==> config.mk <==
export PLATFORM = sky130hd
export DESIGN_NAME = lru_victim_select
export DESIGN_NICKNAME = d
export VERILOG_FILES = /design/src/sv/lru_victim_select_pkg.sv /design/src/sv/lru_victim_select.sv
export SDC_FILE = /design/constraint.sdc
export NUM_CORES = 1
export LEC_CHECK = 0
export ABC_AREA = 1
export ABC_CLOCK_PERIOD_IN_PS = 4900
export BUFFER_PORTS_ARGS = -buffer_cell sky130_fd_sc_hd__buf_4
export CORE_MARGIN = 3
export CORE_UTILIZATION = 62
export DETAILED_ROUTE_END_ITERATION = 6
export GPL_TIMING_DRIVEN = 0
export PLACE_DENSITY = 0.79
export SKIP_LAST_GASP = 1
export SLEW_MARGIN = 20
export SYNTH_ARGS = -nofsm -noshare
export SYNTH_HDL_FRONTEND = slang
export SYNTH_SLANG_ARGS = --single-unit
==> constraint.sdc <==
create_clock -name clk -period 4.9 [get_ports clk]
set_clock_uncertainty 0.2 [all_clocks]
set_input_delay 0.245 -clock clk [delete_from_list [all_inputs] [get_ports clk]]
set_output_delay 0.245 -clock clk [all_outputs]
set_load 0.01 [all_outputs]
==> src/sv/lru_victim_select_pkg.sv <==
package lru_pkg;

    // Frames that the pinned mask and the frame index can name
    localparam int MASK_FRAMES = 16;
    localparam int FRAME_COUNT_DEFAULT = 16;

    localparam int FRAME_W = 4;
    localparam int TIME_W = 32;

    // Input tdata layout, lowest bits first
    localparam int FRAME_LSB = 0;
    localparam int TIME_LSB = FRAME_LSB + FRAME_W;
    localparam int MASK_LSB = TIME_LSB + TIME_W;
    localparam int IN_DATA_W = 56;
    localparam int OUT_DATA_W = 8;

    typedef enum logic
    {
        CMD_PIN = 1'b0,
        CMD_VICTIM = 1'b1
    } cmd_t;

    typedef enum logic
    {
        STATUS_FOUND = 1'b0,
        STATUS_NO_FREE = 1'b1
    } status_t;

endpackage

==> src/sv/lru_victim_select.sv <==
// LRU victim selection over per-frame last-use times.
//
// Input stream s_axis: tuser[0] is the command (pin or victim request).
// A pin item writes use_time for frame_sel and gives no result; a pin of
// a frame beyond the store is dropped. A victim item carries pinned_mask and
// gives exactly one result item on m_axis: the unpinned frame with the
// oldest time (lowest index on a tie) and status 0, or index 0 and status 1
// when every frame is pinned. The chosen frame's time is cleared to zero.
//
// Timing: a pin is written to the store as it is accepted. A victim request
// reads the time store one entry per cycle through its single read port, all
// min(FRAME_COUNT,16) entries in turn, and the next item is taken only once
// its result is loaded into the output register. Only one item is in work at a time.
// The result sits in an output register: while the receiver stalls, the
// block holds it and keeps taking pin items, but a finished victim request
// waits until the register is free before it writes back.
// Reset marks every entry as never written, which reads as time zero, so no
// clearing pass is needed.
module lru_victim_select
    import lru_pkg::*;
#(
    parameter int FRAME_COUNT = FRAME_COUNT_DEFAULT
)
(
    input  logic                  clk,
    input  logic                  rst_n,
    input  logic                  s_axis_tvalid,
    output logic                  s_axis_tready,
    // [3:0] frame_sel, [35:4] use_time, [51:36] pinned_mask, rest zero
    input  logic [IN_DATA_W-1:0]  s_axis_tdata,
    // [0] command
    input  logic [0:0]            s_axis_tuser,
    output logic                  m_axis_tvalid,
    input  logic                  m_axis_tready,
    // [3:0] victim_index, rest zero
    output logic [OUT_DATA_W-1:0] m_axis_tdata,
    // [0] status
    output logic [0:0]            m_axis_tuser
);

    localparam int DEPTH = (FRAME_COUNT < MASK_FRAMES) ? FRAME_COUNT : MASK_FRAMES;
    localparam int IDX_W = $clog2(DEPTH);

    typedef enum logic [1:0]
    {
        ST_IDLE,
        ST_SCAN,
        ST_FINISH
    } state_t;

    state_t state_reg;

    logic [TIME_W-1:0] time_mem [DEPTH];
    logic [DEPTH-1:0]  written_reg;

    logic [TIME_W-1:0] rd_data_reg;
    logic              rd_written_reg;
    logic [IDX_W-1:0]  rd_addr_reg;
    logic              rd_busy_reg;
    logic              cmp_valid_reg;
    logic              cmp_last_reg;
    logic [IDX_W-1:0]  cmp_idx_reg;

    logic [DEPTH-1:0]  mask_reg;
    logic              found_reg;
    logic [IDX_W-1:0]  best_idx_reg;
    logic [TIME_W-1:0] best_time_reg;

    logic              out_valid_reg;
    logic [IDX_W-1:0]  out_idx_reg;
    status_t           out_status_reg;

    logic              in_fire;
    logic              pin_write;
    logic              out_free;
    logic              rd_last;
    logic [TIME_W-1:0] cand_time;
    logic              cand_take;
    logic [FRAME_W-1:0] in_frame;
    logic [IDX_W-1:0]  wr_addr;
    logic [TIME_W-1:0] wr_data;
    logic              wr_en;

    assign in_frame = s_axis_tdata[FRAME_LSB +: FRAME_W];
    assign s_axis_tready = (state_reg == ST_IDLE);
    assign in_fire = s_axis_tvalid && s_axis_tready;
    assign pin_write = in_fire && (cmd_t'(s_axis_tuser[0]) == CMD_PIN)
        && ({1'b0, in_frame} < (FRAME_W + 1)'(DEPTH));
    assign out_free = !out_valid_reg || m_axis_tready;
    assign rd_last = (rd_addr_reg == IDX_W'(DEPTH - 1));

    // Never-written entries read as time zero
    assign cand_time = rd_written_reg ? rd_data_reg : '0;
    assign cand_take = cmp_valid_reg && !mask_reg[cmp_idx_reg]
        && (!found_reg || (cand_time < best_time_reg));

    // One write port: pin in idle, clear of the victim at finish
    always_comb
    begin
        wr_en = 1'b0;
        wr_addr = best_idx_reg;
        wr_data = '0;
        if (pin_write)
        begin
            wr_en = 1'b1;
            wr_addr = in_frame[IDX_W-1:0];
            wr_data = s_axis_tdata[TIME_LSB +: TIME_W];
        end
        else if ((state_reg == ST_FINISH) && out_free && found_reg)
        begin
            wr_en = 1'b1;
        end
    end

    always_ff @(posedge clk)
    begin
        if (wr_en)
        begin
            time_mem[wr_addr] <= wr_data;
        end
        rd_data_reg <= time_mem[rd_addr_reg];
        rd_written_reg <= written_reg[rd_addr_reg];
    end

    always_ff @(posedge clk or negedge rst_n)
    begin
        if (!rst_n)
        begin
            written_reg <= '0;
        end
        else if (wr_en)
        begin
            written_reg[wr_addr] <= 1'b1;
        end
    end

    always_ff @(posedge clk)
    begin
        if (in_fire)
        begin
            mask_reg <= s_axis_tdata[MASK_LSB +: DEPTH];
        end
        if (state_reg == ST_SCAN)
        begin
            cmp_idx_reg <= rd_addr_reg;
            cmp_last_reg <= rd_last;
            if (cand_take)
            begin
                best_idx_reg <= cmp_idx_reg;
                best_time_reg <= cand_time;
            end
        end
        if ((state_reg == ST_FINISH) && out_free)
        begin
            out_idx_reg <= found_reg ? best_idx_reg : '0;
            out_status_reg <= found_reg ? STATUS_FOUND : STATUS_NO_FREE;
        end
    end

    always_ff @(posedge clk or negedge rst_n)
    begin
        if (!rst_n)
        begin
            state_reg <= ST_IDLE;
            rd_addr_reg <= '0;
            rd_busy_reg <= 1'b0;
            cmp_valid_reg <= 1'b0;
            found_reg <= 1'b0;
            out_valid_reg <= 1'b0;
        end
        else
        begin
            if ((state_reg == ST_FINISH) && out_free)
            begin
                out_valid_reg <= 1'b1;
            end
            else if (m_axis_tready)
            begin
                out_valid_reg <= 1'b0;
            end
            unique case (state_reg)
                ST_IDLE:
                begin
                    if (in_fire && (cmd_t'(s_axis_tuser[0]) == CMD_VICTIM))
                    begin
                        state_reg <= ST_SCAN;
                        rd_addr_reg <= '0;
                        rd_busy_reg <= 1'b1;
                        found_reg <= 1'b0;
                    end
                end
                ST_SCAN:
                begin
                    // read port is idle by the last compare, so this drops valid there
                    cmp_valid_reg <= rd_busy_reg;
                    if (rd_busy_reg)
                    begin
                        rd_busy_reg <= !rd_last;
                        if (!rd_last)
                        begin
                            rd_addr_reg <= rd_addr_reg + 1'b1;
                        end
                    end
                    if (cand_take)
                    begin
                        found_reg <= 1'b1;
                    end
                    if (cmp_valid_reg && cmp_last_reg)
                    begin
                        state_reg <= ST_FINISH;
                    end
                end
                ST_FINISH:
                begin
                    // hold until the output register is free
                    if (out_free)
                    begin
                        state_reg <= ST_IDLE;
                    end
                end
                default:
                begin
                    state_reg <= ST_IDLE;
                end
            endcase
        end
    end

    assign m_axis_tvalid = out_valid_reg;
    assign m_axis_tdata = {(OUT_DATA_W - FRAME_W)'(0), FRAME_W'(out_idx_reg)};
    assign m_axis_tuser = out_status_reg;

    property p_victim_unpinned;
        @(posedge clk) disable iff (!rst_n)
        ((state_reg == ST_FINISH) && found_reg) |-> !mask_reg[best_idx_reg];
    endproperty
    a_victim_unpinned: assert property (p_victim_unpinned)
        else $error("victim frame is pinned");

    property p_no_free_index_zero;
        @(posedge clk) disable iff (!rst_n)
        (m_axis_tvalid && (m_axis_tuser[0] == STATUS_NO_FREE))
            |-> (m_axis_tdata == '0);
    endproperty
    a_no_free_index_zero: assert property (p_no_free_index_zero)
        else $error("no-free result carries a nonzero index");

    property p_finish_loads_output;
        @(posedge clk) disable iff (!rst_n)
        ((state_reg == ST_FINISH) && out_free) |=> (m_axis_tvalid && s_axis_tready);
    endproperty
    a_finish_loads_output: assert property (p_finish_loads_output)
        else $error("finished request did not reach the output");

    property p_last_compare_ends_scan;
        @(posedge clk) disable iff (!rst_n)
        ((state_reg == ST_SCAN) && cmp_valid_reg && cmp_last_reg)
            |=> (state_reg == ST_FINISH);
    endproperty
    a_last_compare_ends_scan: assert property (p_last_compare_ends_scan)
        else $error("scan did not end after the last entry");

    property p_output_held_not_overwritten;
        @(posedge clk) disable iff (!rst_n)
        (m_axis_tvalid && !m_axis_tready) |=> $stable(m_axis_tdata);
    endproperty
    a_output_held_not_overwritten: assert property (p_output_held_not_overwritten)
        else $error("pending result overwritten");

endmodule

==> impl_metrics.toml <==
[layout]
largest_reg_flops = 512
final_cell_area_um2 = 29100
final_net_count = 2241
multiInputGateArea_um2 = 5570
area_delta_synth_final_pct = 16.4
layout-drive-gt1-share_pct = 10.8
fill_cells = 2319
final-seq-area_um2 = 18500

[routing]
m1WireLength_um = 23800
wl_met3_um = 10100
via_per_inst = 6.55
topRoutingLayerUsed = "met5"
drt-pass1-iter-count = 7
drc = 2
routed-via-count = 17786
wl_per_cell_um = 26.1
drt_wl_total_um = 70900
drtAntennaViolNets = 0
drtIter0Drc = 3055
route.met2.wl_um = 32300

[placement]
portBuffers = 63
dp_hpwl_um = 45100
finalWeightedCongestion = 0.879
dpl_cell_area_um2 = 26800

[clock_network]
numClockSinks = 633
post_cts_buffers = 0
clk_latency_ns = 0.63
htreeDepth = 2
cts_tree = "yes"
clk_path_buf_depth = 3
cts_buffers = 59
clkTransAtPathRegs_ns = 0.06
cts_resized = 0
cts.root.buffer_cell = "clkbuf_16"

[critical_path]
critical_path.slowest_cell = "nor3b_4"
worst-r2r-setup-slack_ns = 1.13
path_buf_inv = 3
crit_fanout = 18
crit_family = "simple AND/OR/NAND/NOR gates"
r2r_end = "time_mem[10][28]"
crit_start = "state_reg[0]"
crit_arrival_ns = 3.89
startpoint_type = "flop"
r2r-start = "state_reg[0]"
max_stage_delay_ns = 0.78
r2r_cells = 9
worstPathCellList = "nor3b_4 > nand2_2 > buf_6 > nand2_1 > o21ai_2 > inv_2 > nand3_2 > nor2_4 > buf_16"
worst-path-stages = 9
crit_path_end = "time_mem[10][28]"
critical_path_class = "flop to flop"
cp.required_ns = 5.02
worstSetupEndpointType = "flop"

[die]
die_w_um = 207
num_io_pins = 72
std_cell_rows = 72
fp.dieH_um = 207
die-area_um2 = 42800
core_area_um2 = 39300
start_util_pct = 63.7

[sta]
slew_headroom_pct = 12.9
layout_min_cycle_time_ns = 3.77
fmax_ghz = 0.265
whs_ns = 0.0246
tightest_slew_ns = 1.30
post-route-period-util_pct = 77.0
slew_viol_final = 0
rsz0062_at_grt = "false"
setup_violations = 0
hold_viol = 0

[global_route]
groute.usage.overall_pct = 33.3
gr-total-overflow = 0
antenna_found_initial = 6
grt_pass1_vias = 17449
grt_start_max_net_pins = 37
grt_pass1_wl_um = 104000

[pwr]
p_total_w = 0.0162
powerDensity_nw_per_um2 = 557
p_leak_nw = 10.4
peakVddDrop_mv = 0.397

[yosys]
yosysMostFrequentCell = "edfxtp_1"
synth_ff_type = "edfxtp_1"
ys_warn_count = 0
yosys-top-cells-count = "edfxtp_1 (574), nor2_1 (359), o21ai_0 (333), inv_1 (134), nand2_1 (88)"
yosysTopAreaCell = "edfxtp_1"
synth_area_um2 = 25000
syn_inst = 1958
yosysSeqAreaShare_pct = 74.1
yosys_register_bits = 633
synth_edf_count = 574
synthArstFlopShare_pct = 4.11
yosys.cell_types.count = 37
yosys-top-cells-area = "edfxtp_1 (69%), o21ai_0 (6.7%), nor2_1 (5.4%)"
synth_top_area_share_pct = 68.9
syn_area_per_cell_um2 = 12.8

[min_path]
hp-class = "primary input to flop"
hp-start = "s_axis_tdata[21]"

[flow_run]
drv_cap = 0

[outcome]
violations = "DRC"
status = "finished with violations"
worst min-delay path by stage:
| stage | end | slack, ns | cells past startpoint |
|---|---|---|---|
| detailed placement | written_reg[3] | -0.02 | 1 |
| finish | time_mem[12][17] | 0.02 | 3 |
| global route | time_mem[12][17] | 0.04 | 3 |
| floorplan | cmp_valid_reg | -0.25 | 0 |
| CTS | written_reg[5] | 0.0008 | 4 |
| global placement | written_reg[3] | -0.02 | 1 |
layout by cell type (no fill, tap or decap), types with 3 or more instances in the layout:
| cell | instances |
|---|---|
| nand3_2 | 4 |
| clkbuf_8 | 8 |
| nand2_1 | 88 |
| dfrtp_1 | 26 |
| edfxtp_1 | 574 |
| nor2_1 | 343 |
| o221ai_1 | 42 |
| o21ai_2 | 3 |
| nand3_1 | 23 |
| ha_1 | 32 |
| nand2_2 | 4 |
| clkinv_1 | 15 |
| clkbuf_16 | 61 |
| inv_1 | 133 |
| o21ai_0 | 333 |
| buf_16 | 13 |
| a21oi_1 | 23 |
| dfxtp_1 | 33 |
| o21ai_1 | 19 |
| conb_1 | 4 |
| buf_1 | 9 |
| buf_4 | 69 |
| nor3_1 | 3 |
| buf_2 | 19 |
| or2_1 | 8 |
| o211ai_1 | 26 |
| dlygate4sd3_1 | 40 |
| nor2_4 | 16 |
| inv_2 | 5 |
| clkbuf_1 | 93 |
| clkinv_2 | 13 |
| buf_12 | 8 |
| o22ai_1 | 86 |
per-layer routing:
metal	vias to the layer above	global-route usage, %
li1	7482	-
met1	8382	42.6
met2	1570	51.3
met3	344	9.85
met4	8	19.3
met5	-	0
worst register-to-register path, stage by stage (launching register included):
cell	delay [ns]
dfrtp_1	0.43
nor3b_4	0.78
nand2_2	0.25
buf_6	0.26
nand2_1	0.09
o21ai_2	0.11
inv_2	0.09
nand3_2	0.29
nor2_4	0.68
buf_16	0.27
metrics by stage:
stage	setup TNS (ns)	setup slack [ns]	instances	util (%)
after floorplan	0	1.15	1961	-
after global placement	-260.53	-0.632	2542	66.6
after detailed placement	0	1.15	2564	68.2
after CTS	0	1.17	2716	74.1
after global routing	0	0.960	2716	74.1
final	0	1.13	2717	74.1
power breakdown:
part,switching (W),total [W],internal (W)
Combinational,0.00368,0.00496,0.00129
Sequential,0.000237,0.00676,0.00652
Clock,0.00199,0.00449,0.00250
cell families (layout without fill, tap and decap cells):
| family | after synthesis | after routing | synth area share, % |
|---|---|---|---|
| DFF | 633 | 633 | 74.1 |
| AOI/OAI and AO/OA | 538 | 538 | 12.2 |
| and+or+nand+nor | 495 | 495 | 7.92 |
| buffers and inverters | 259 | 496 | 4.10 |
| adders and majority gates | 32 | 32 | 1.60 |
| other | 1 | 5 | 0.0150 |
repair_timing:
item / 4_1_cts / 5_1_grt
endpoints found under the setup margin: 0 / 0
hold buffers: 41 / 0
endpoints found under the hold margin: 348 / 0
area by class of cell:
| type | instances | area share [%] |
|---|---|---|
| clock inverters | 33 | 0.782 |
| repair buffers | 126 | 4.88 |
| diodes | 1 | 0.00859 |
| inverters | 140 | 1.80 |
| clock buffers | 78 | 5.74 |
| well taps | 518 | 2.23 |
| flip-flops and latches | 633 | 63.7 |
| multi-input cells | 1069 | 19.1 |
| plain buffers | 119 | 1.72 |
(Power assumes the default switching activity.)
